$ cat config.mk
export PLATFORM = sky130hd
export DESIGN_NAME = dns_hostname_normalizer_core
export DESIGN_NICKNAME = d
export VERILOG_FILES = /design/src/rtl/dhn_pkg.sv /design/src/rtl/dns_hostname_normalizer_core.sv
export SDC_FILE = /design/constraint.sdc
export NUM_CORES = 1
export LEC_CHECK = 0
export BUFFER_PORTS_ARGS = -buffer_cell sky130_fd_sc_hd__buf_4
export CAP_MARGIN = 10
export CELL_PAD_IN_SITES_DETAIL_PLACEMENT = 1
export CELL_PAD_IN_SITES_GLOBAL_PLACEMENT = 1
export CORE_MARGIN = 4
export CORE_UTILIZATION = 41
export CTS_CLUSTER_DIAMETER = 100
export DETAILED_ROUTE_END_ITERATION = 16
export HOLD_SLACK_MARGIN = 0.02
export PLACE_DENSITY = 0.84
export SYNTH_ARGS = -nofsm -noshare
export SYNTH_HDL_FRONTEND = slang
export SYNTH_SLANG_ARGS = --single-unit
$ cat constraint.sdc
create_clock -name clock -period 2.8 [get_ports clock]
set_clock_uncertainty 0.15 [all_clocks]
set_input_delay 0.14 -clock clock [delete_from_list [all_inputs] [get_ports clock]]
set_output_delay 0.14 -clock clock [all_outputs]
set_load 0.02 [all_outputs]
$ cat src/rtl/dhn_pkg.sv
// Shared constants and helpers for the DNS host name normaliser.
// No dependencies; imported by dns_hostname_normalizer_core.
`default_nettype none

package dhn_pkg;

   // Length limits
   localparam logic [8:0] MaxTotal   = 9'd253;
   localparam logic [6:0] MaxLabel   = 7'd63;
   localparam logic [8:0] TotalSat   = 9'd511;
   localparam logic [6:0] LabelSat   = 7'd127;
   localparam logic [2:0] CountSat   = 3'd7;
   localparam logic [2:0] QuadDots   = 3'd3;
   localparam logic [8:0] OctetMax   = 9'd255;
   localparam logic [8:0] OctetSat   = 9'd256;

   // Character codes
   localparam logic [7:0] ChDot      = 8'h2E;
   localparam logic [7:0] ChHyphen   = 8'h2D;
   localparam logic [7:0] ChStar     = 8'h2A;
   localparam logic [7:0] ChUpperA   = 8'h41;
   localparam logic [7:0] ChUpperZ   = 8'h5A;
   localparam logic [7:0] ChLowerA   = 8'h61;
   localparam logic [7:0] ChLowerZ   = 8'h7A;
   localparam logic [7:0] ChZero     = 8'h30;
   localparam logic [7:0] ChNine     = 8'h39;
   localparam logic [7:0] CaseOffset = 8'h20;

   // Byte class as seen by the validator
   typedef enum logic [2:0] {
      CLS_DOT,
      CLS_UPPER,
      CLS_LOWER,
      CLS_DIGIT,
      CLS_HYPHEN,
      CLS_OTHER
   } char_class_type;

   // Fold ASCII upper case to lower case, all else unchanged
   function automatic logic [7:0] fold_case(input logic [7:0] b);
      logic [7:0] r;
      r = b;
      if (b >= ChUpperA && b <= ChUpperZ) r = b + CaseOffset;
      return r;
   endfunction

endpackage : dhn_pkg

`default_nettype wire

$ cat src/rtl/dns_hostname_normalizer_core.sv
// DNS host name normaliser: byte stream case folding, trailing dot strip, verdict.
// Depends on dhn_pkg.
`default_nettype none

// Takes a host name one byte per request (req_in_last marks the final byte) and
// returns one registered result per request, with the byte folded to lower case. A
// trailing dot on the final byte comes back with rsp_out_keep low. On the final
// result rsp_name_ok gives the verdict: the name is refused when empty after
// stripping, longer than 253 bytes, has an empty label or one over 63 bytes, holds
// a byte other than letters, digits, '-' and '.', or is an IPv4 dotted quad. A new
// request is taken in every cycle unless rsp_ready stalls: the only stage is the
// result register, and req_ready is high whenever it is empty or being drained in
// the same cycle. State clears after each final byte, so names follow back to back.
module dns_hostname_normalizer_core (
   input  wire logic       clock,
   input  wire logic       reset,
   input  wire logic       req_valid,
   output logic            req_ready,
   input  wire logic [7:0] req_in_byte,
   input  wire logic       req_in_last,
   output logic            rsp_valid,
   input  wire logic       rsp_ready,
   output logic [7:0]      rsp_out_byte,
   output logic            rsp_out_keep,
   output logic            rsp_out_last,
   output logic            rsp_name_ok
);
   import dhn_pkg::*;

   // Name state
   logic [6:0]  label_length_ff, label_length_in;
   logic [8:0]  total_length_ff, total_length_in;
   logic        bad_seen_ff, bad_seen_in;
   logic [2:0]  label_count_ff, label_count_in;
   logic        all_numeric_ff, all_numeric_in;
   logic [8:0]  octet_value_ff, octet_value_in;
   logic        leading_zero_ff, leading_zero_in;

   // Result register
   logic        rsp_valid_ff;
   logic [7:0]  rsp_byte_ff;
   logic        rsp_keep_ff, rsp_last_ff, rsp_ok_ff;

   logic           accept;
   logic           stripped;
   logic           verdict;
   char_class_type cls;
   logic [3:0]     digit;
   logic [11:0]    octet_calc;

   assign req_ready = !rsp_valid_ff || rsp_ready;
   assign accept    = req_valid && req_ready;
   assign stripped  = req_in_last && (req_in_byte == ChDot);
   assign digit     = req_in_byte[3:0];

   // Times ten by shift and add, plus the new digit
   assign octet_calc = {octet_value_ff, 3'b000} + {2'b00, octet_value_ff, 1'b0}
                       + {8'h00, digit};

   // Classify the incoming byte
   always_comb begin
      case (req_in_byte) inside
         ChDot:                cls = CLS_DOT;
         ChHyphen:             cls = CLS_HYPHEN;
         [ChUpperA:ChUpperZ]:  cls = CLS_UPPER;
         [ChLowerA:ChLowerZ]:  cls = CLS_LOWER;
         [ChZero:ChNine]:      cls = CLS_DIGIT;
         default:              cls = CLS_OTHER;
      endcase
   end

   // Absorb the byte, form the verdict, clear after the final byte
   always_comb begin
      label_length_in = label_length_ff;
      total_length_in = total_length_ff;
      bad_seen_in     = bad_seen_ff;
      label_count_in  = label_count_ff;
      all_numeric_in  = all_numeric_ff;
      octet_value_in  = octet_value_ff;
      leading_zero_in = leading_zero_ff;

      if (!stripped) begin
         if (total_length_ff != TotalSat) total_length_in = total_length_ff + 9'd1;
         if (total_length_in > MaxTotal) bad_seen_in = 1'b1;

         case (cls)
            CLS_DOT: begin
               if (label_length_ff == 7'd0) bad_seen_in = 1'b1;
               label_length_in = 7'd0;
               if (label_count_ff != CountSat) label_count_in = label_count_ff + 3'd1;
               octet_value_in  = 9'd0;
               leading_zero_in = 1'b0;
            end
            CLS_UPPER, CLS_LOWER, CLS_DIGIT, CLS_HYPHEN: begin
               if (cls == CLS_DIGIT) begin
                  if (leading_zero_ff) all_numeric_in = 1'b0;
                  if (label_length_ff == 7'd0 && digit == 4'd0) leading_zero_in = 1'b1;
                  if (octet_calc > {3'b000, OctetMax}) begin
                     all_numeric_in = 1'b0;
                     octet_value_in = OctetSat;
                  end else begin
                     octet_value_in = octet_calc[8:0];
                  end
               end else begin
                  all_numeric_in = 1'b0;
               end
               if (label_length_ff != LabelSat) label_length_in = label_length_ff + 7'd1;
               if (label_length_in > MaxLabel) bad_seen_in = 1'b1;
            end
            default: begin
               bad_seen_in    = 1'b1;
               all_numeric_in = 1'b0;
            end
         endcase
      end

      verdict = 1'b0;
      if (req_in_last) begin
         verdict = !bad_seen_in && (total_length_in != 9'd0) &&
                   (total_length_in <= MaxTotal) && (label_length_in != 7'd0) &&
                   !(all_numeric_in && label_count_in == QuadDots);
         label_length_in = 7'd0;
         total_length_in = 9'd0;
         bad_seen_in     = 1'b0;
         label_count_in  = 3'd0;
         all_numeric_in  = 1'b1;
         octet_value_in  = 9'd0;
         leading_zero_in = 1'b0;
      end
   end

   // State and result valid
   always_ff @(posedge clock) begin
      if (reset) begin
         label_length_ff <= 7'd0;
         total_length_ff <= 9'd0;
         bad_seen_ff     <= 1'b0;
         label_count_ff  <= 3'd0;
         all_numeric_ff  <= 1'b1;
         octet_value_ff  <= 9'd0;
         leading_zero_ff <= 1'b0;
         rsp_valid_ff    <= 1'b0;
      end else begin
         if (accept) begin
            label_length_ff <= label_length_in;
            total_length_ff <= total_length_in;
            bad_seen_ff     <= bad_seen_in;
            label_count_ff  <= label_count_in;
            all_numeric_ff  <= all_numeric_in;
            octet_value_ff  <= octet_value_in;
            leading_zero_ff <= leading_zero_in;
            rsp_valid_ff    <= 1'b1;
         end else if (rsp_ready) begin
            rsp_valid_ff    <= 1'b0;
         end
      end
   end

   // Result payload
   always_ff @(posedge clock) begin
      if (accept) begin
         rsp_byte_ff <= fold_case(req_in_byte);
         rsp_keep_ff <= !stripped;
         rsp_last_ff <= req_in_last;
         rsp_ok_ff   <= verdict;
      end
   end

   assign rsp_valid    = rsp_valid_ff;
   assign rsp_out_byte = rsp_byte_ff;
   assign rsp_out_keep = rsp_keep_ff;
   assign rsp_out_last = rsp_last_ff;
   assign rsp_name_ok  = rsp_ok_ff;

   // Checks
   a_ok_only_final: assert property (@(posedge clock) disable iff (reset)
      rsp_valid && !rsp_out_last |-> !rsp_name_ok)
      else $error("verdict raised on a non-final result");

   a_drop_is_dot: assert property (@(posedge clock) disable iff (reset)
      rsp_valid && !rsp_out_keep |-> rsp_out_last && rsp_out_byte == ChDot)
      else $error("dropped byte is not a trailing dot");

   a_clear_after_last: assert property (@(posedge clock) disable iff (reset)
      accept && req_in_last |=> total_length_ff == 9'd0 && label_length_ff == 7'd0
                                && all_numeric_ff && !bad_seen_ff)
      else $error("state not cleared after final byte");

   a_no_upper_out: assert property (@(posedge clock) disable iff (reset)
      rsp_valid |-> !(rsp_out_byte >= ChUpperA && rsp_out_byte <= ChUpperZ))
      else $error("upper case byte on result");

endmodule : dns_hostname_normalizer_core

`default_nettype wire
==> impl_metrics.sql <==
INSERT INTO impl_metrics (metric_group, metric, value, unit) VALUES
('drt', 'via_count', '3351', ''),
('drt', 'highest-signal-layer', 'met4', ''),
('drt', 'wl_met3', '524', 'um'),
('hold_path', 'hold-path-endpoint', 'octet_value_ff[0]$_SDFFE_PP0P_', ''),
('pwr', 'pwr-share-clk', '37.5', '%'),
('finish', 'final_layout_size_suffix_gt1_share', '23.8', '%'),
('pwr', 'power.combinational.fraction', '15.0', '%'),
('pwr', 'flop_pwr_share', '47.4', '%'),
('sta', 'report.final.setup_viol', '11', ''),
('drt', 'route.final.wire_length', '10400', 'um'),
('clock_tree', 'inserted_clock_buffers', '5', ''),
('sta', 'timing.final.ws_setup', '-365', 'ps'),
('global_routing', 'grt_first_pass_wirelength', '17300', 'um'),
('run', 'maxCapViolations', '0', ''),
('synth', 'yosys_register_bits', '43', ''),
('synth', 'synth.yosys.warnings', '0', ''),
('status', 'status', 'complete, but fails checks', ''),
('synth', 'synth.avg_cell_area', '8.27', 'um2'),
('die', 'floorplan.core_area', '0.00769', 'mm2'),
('sta', 'achievable-frequency', '316', 'MHz'),
('drt', 'drcViolationCount', '0', ''),
('status', 'violations', 'negative setup slack', ''),
('clock_tree', 'cts_root_buffer', 'sky130_fd_sc_hd__clkbuf_8', ''),
('pwr', 'worst_ir_drop_vdd', '0.287', 'mV'),
('finish', 'areaGrowthSynthToFinish', '24.0', '%'),
('worst_setup_path', 'critical_path.startpoint_type', 'flop', ''),
('pwr', 'cell_internal_pwr', '0.00101', 'W'),
('sta', 'finalSetupTns', '-1170', 'ps'),
('hold_path', 'min_delay_path_depth', '2', ''),
('worst_setup_path', 'r2r_cells', '12', ''),
('synth', 'count_of_flip_flops_with_a_built_in_enable_after_synthesis', '11', ''),
('hold_path', 'holdCritPathClass', 'primary input to flop', ''),
('placed_design', 'detailedPlacementHpwl', '7250', 'um'),
('worst_setup_path', 'critPathCaptureType', 'flop', ''),
('synth', 'synth_seq_area_share', '30.0', '%'),
('die', 'num_rows', '32', ''),
('die', 'floorplan.die.width', '96.8', 'um'),
('clock_tree', 'ctsHtreeMaxLevel', '2', ''),
('worst_setup_path', 'timing.critical_path.cells', 'inv_2 > fa_1 > inv_2 > fa_2 > a211oi_2 > o21bai_1 > a21oi_1 > xnor2_1 > a31oi_2 > nand3_2 > a2111oi_4 > a211oi_2', ''),
('global_routing', 'grt.total_usage', '21.9', '%'),
('clock_tree', 'clock_tree.buffer_depth', '2', ''),
('synth', 'post_syn_nets', '430', ''),
('drt', 'first_iter_violations', '219', ''),
('global_routing', 'via_count_of_the_first_global_routing_pass', '3606', ''),
('die', 'chipHeight', '96.8', 'um'),
('synth', 'yosys-top-cells-area', 'sky130_fd_sc_hd__dfxtp_1, sky130_fd_sc_hd__edfxtp_1, sky130_fd_sc_hd__ha_1', ''),
('drt', 'route.layer.met1.wl', '4390', 'um'),
('clock_tree', 'clk_pin_slew', '100', 'ps'),
('finish', 'num_antenna_cells', '0', ''),
('worst_setup_path', 'r2r-start', 'octet_value_ff[0]$_SDFFE_PP0P_', ''),
('hold_path', 'timing.hold.worst.start', 'reset', ''),
('synth', 'postSynth.topFlopCell', 'sky130_fd_sc_hd__dfxtp_1', ''),
('die', 'die_footprint', '0.00937', 'mm2'),
('global_routing', 'overflow', '0', ''),
('synth', 'async_flop_share', '0', '%'),
('placed_design', 'placement.cell_area', '0.00372', 'mm2'),
('drt', 'antenna_left', '0', ''),
('pwr', 'switching_power', '0.000382', 'W'),
('global_routing', 'grt_antenna_before_repair', '0', ''),
('worst_setup_path', 'crit_path_max_incr_delay', '530', 'ps'),
('sta', 'grt_setup_unrepaired', 'true', ''),
('synth', 'netlist.top_cell.by_area', 'sky130_fd_sc_hd__dfxtp_1', ''),
('worst_setup_path', 'critical_path_peak_fanout', '3', ''),
('drt', 'drt-vias-per-instance', '6.07', ''),
('sta', 'hold_violations', '0', ''),
('pwr', 'p_leak', '1.68', 'nW'),
('sta', 'max_slew.worst_pin.slew', '579', 'ps'),
('worst_setup_path', 'timing.rr.end', 'rsp_name_ok$_SDFFCE_PN0P_', ''),
('pwr', 'switching_share', '27.5', '%'),
('drt', 'met2WireLength', '5250', 'um'),
('worst_setup_path', 'critical_path.slowest_cell', 'sky130_fd_sc_hd__fa_1', '');
## routing by layer
metal | vias to the layer above | GRT usage (%)
met2 | 99 | 39.1
met4 | 0 | 8.10
li1 | 1581 | -
met5 | - | 0
met1 | 1651 | 26.6
met3 | 20 | 3.32
## placed cells by master, fill, tap and decap left out, types with 5 or more instances in the layout
cell / instances
sky130_fd_sc_hd__dfxtp_1: 31
sky130_fd_sc_hd__edfxtp_1: 11
sky130_fd_sc_hd__nor3_1: 12
sky130_fd_sc_hd__ha_1: 24
sky130_fd_sc_hd__a21oi_1: 32
sky130_fd_sc_hd__dlygate4sd3_1: 8
sky130_fd_sc_hd__inv_1: 15
sky130_fd_sc_hd__nand3_1: 11
sky130_fd_sc_hd__and3_1: 6
sky130_fd_sc_hd__a22oi_1: 7
sky130_fd_sc_hd__a32oi_1: 11
sky130_fd_sc_hd__xnor2_1: 5
sky130_fd_sc_hd__a31oi_1: 12
sky130_fd_sc_hd__clkbuf_8: 5
sky130_fd_sc_hd__nand2_1: 23
sky130_fd_sc_hd__nor2_1: 47
sky130_fd_sc_hd__a21o_1: 5
sky130_fd_sc_hd__buf_4: 67
sky130_fd_sc_hd__nand3b_1: 5
sky130_fd_sc_hd__o21ai_0: 15
## power groups by stage
stage | registers [W] | logic [W] | clock network (W)
floorplan | 0.000686 | 0.0000973 | 0
global route | 0.000662 | 0.000228 | 0.000555
CTS | 0.000659 | 0.000205 | 0.000530
detailed placement | 0.000674 | 0.000194 | 0
finish | 0.000659 | 0.000209 | 0.000522
global placement | 0.000673 | 0.000187 | 0
## flip-flops by register name, indices dropped and copies added, names as in the netlist
signal           count
rsp_name_ok          1
leading_zero_ff      1
label_count_ff       3
total_length_ff      9
label_length_ff      7
bad_seen_ff          1
all_numeric_ff       1
octet_value_ff       9
rsp_out_keep         1
rsp_out_last         1
rsp_valid            1
rsp_out_byte         8
## synthesized netlist by cell type, drive strengths merged (3+ instances only)
| master | instances |
|---|---|
| a32oi | 12 |
| nand3b | 5 |
| and3 | 6 |
| dfxtp | 32 |
| nor2 | 48 |
| nor3 | 12 |
| xor2 | 4 |
| nor4 | 4 |
| a211oi | 5 |
| o22ai | 3 |
| edfxtp | 11 |
| and2 | 7 |
| a21oi | 36 |
| a2111oi | 3 |
| nand4 | 5 |
| nor2b | 4 |
| o31ai | 3 |
| nand3 | 12 |
| a22oi | 8 |
| xnor2 | 5 |
| buf | 14 |
| o21ai | 17 |
| a31oi | 13 |
| clkbuf | 11 |
| nand2 | 23 |
| nor4b | 4 |
| inv | 17 |
| ha | 24 |
| a21o | 5 |
| nand2b | 5 |
| nand4b | 3 |
## cell families (layout without fill, tap and decap cells)
group           Yosys count  in the layout  share of synthesized area [%]
mux                       2              2                          0.619
simple gates            145            146                           24.2
xor+xnor                  9              9                           2.44
flops                    43             43                           30.0
buf+inv                  42            100                           6.47
compound gates          124            124                           25.7
fa+ha+maj                26             26                           10.5
## area by class of cell
| cell class | count | area (um2) |
|---|---|---|
| multi-input combinational | 307 | 2140 |
| fill | 944 | 3680 |
| clock buffer | 5 | 68.8 |
| inverter | 17 | 63.8 |
| timing repair buffer | 75 | 583 |
| clock inverter | 3 | 47.5 |
| tap | 102 | 128 |
| sequential | 43 | 972 |
## repair_timing
item	CTS	global route
setup buffers	1	1
endpoints found under the setup margin	11	11
gates resized for setup	7	12
pin swaps	2	7
endpoints found under the hold margin	7	0
cloned	1	0
hold buffers	8	0
## worst max path at each step
stage / startpoint / end / slack, ps / cells after the start
after floorplan: octet_value_ff[0]$_SDFFE_PP0P_ / rsp_name_ok$_SDFFCE_PN0P_ / 2 / 12
after global placement: octet_value_ff[0]$_SDFFE_PP0P_ / rsp_name_ok$_SDFFCE_PN0P_ / -30 / 12
after detailed placement: octet_value_ff[0]$_SDFFE_PP0P_ / rsp_name_ok$_SDFFCE_PN0P_ / -220 / 12
after CTS: octet_value_ff[0]$_SDFFE_PP0P_ / rsp_name_ok$_SDFFCE_PN0P_ / -250 / 12
after global routing: octet_value_ff[0]$_SDFFE_PP0P_ / rsp_name_ok$_SDFFCE_PN0P_ / -510 / 12
final: octet_value_ff[0]$_SDFFE_PP0P_ / rsp_name_ok$_SDFFCE_PN0P_ / -370 / 12
## worst max-delay path, delay by kind of cell (launching register included)
| family | cells | cell delay (ps) |
|---|---|---|
| DFF | 1 | 350 |
| xor gates and xnor gates | 1 | 120 |
| buffers and inverters | 2 | 100 |
| and+or+nand+nor | 1 | 140 |
| AOI/OAI and AO/OA | 6 | 1180 |
| adders and majority gates | 2 | 870 |
## per-stage QoR
| stage | hold slack, ps | power (W) | instances | util, % |
|---|---|---|---|---|
| 5_1_grt | 62.5 | 0.00145 | 552 | 52.1 |
| 6_report | 54.2 | 0.00139 | 552 | 52.1 |
| 2_1_floorplan | 88.9 | 0.000784 | 391 | - |
| 3_3_place_gp | 243 | 0.000860 | 533 | 48.3 |
| 3_5_place_dp | 246 | 0.000868 | 533 | 48.3 |
| 4_1_cts | 53.4 | 0.00139 | 551 | 51.5 |
Note: power is estimated with default switching activity, not from simulation.
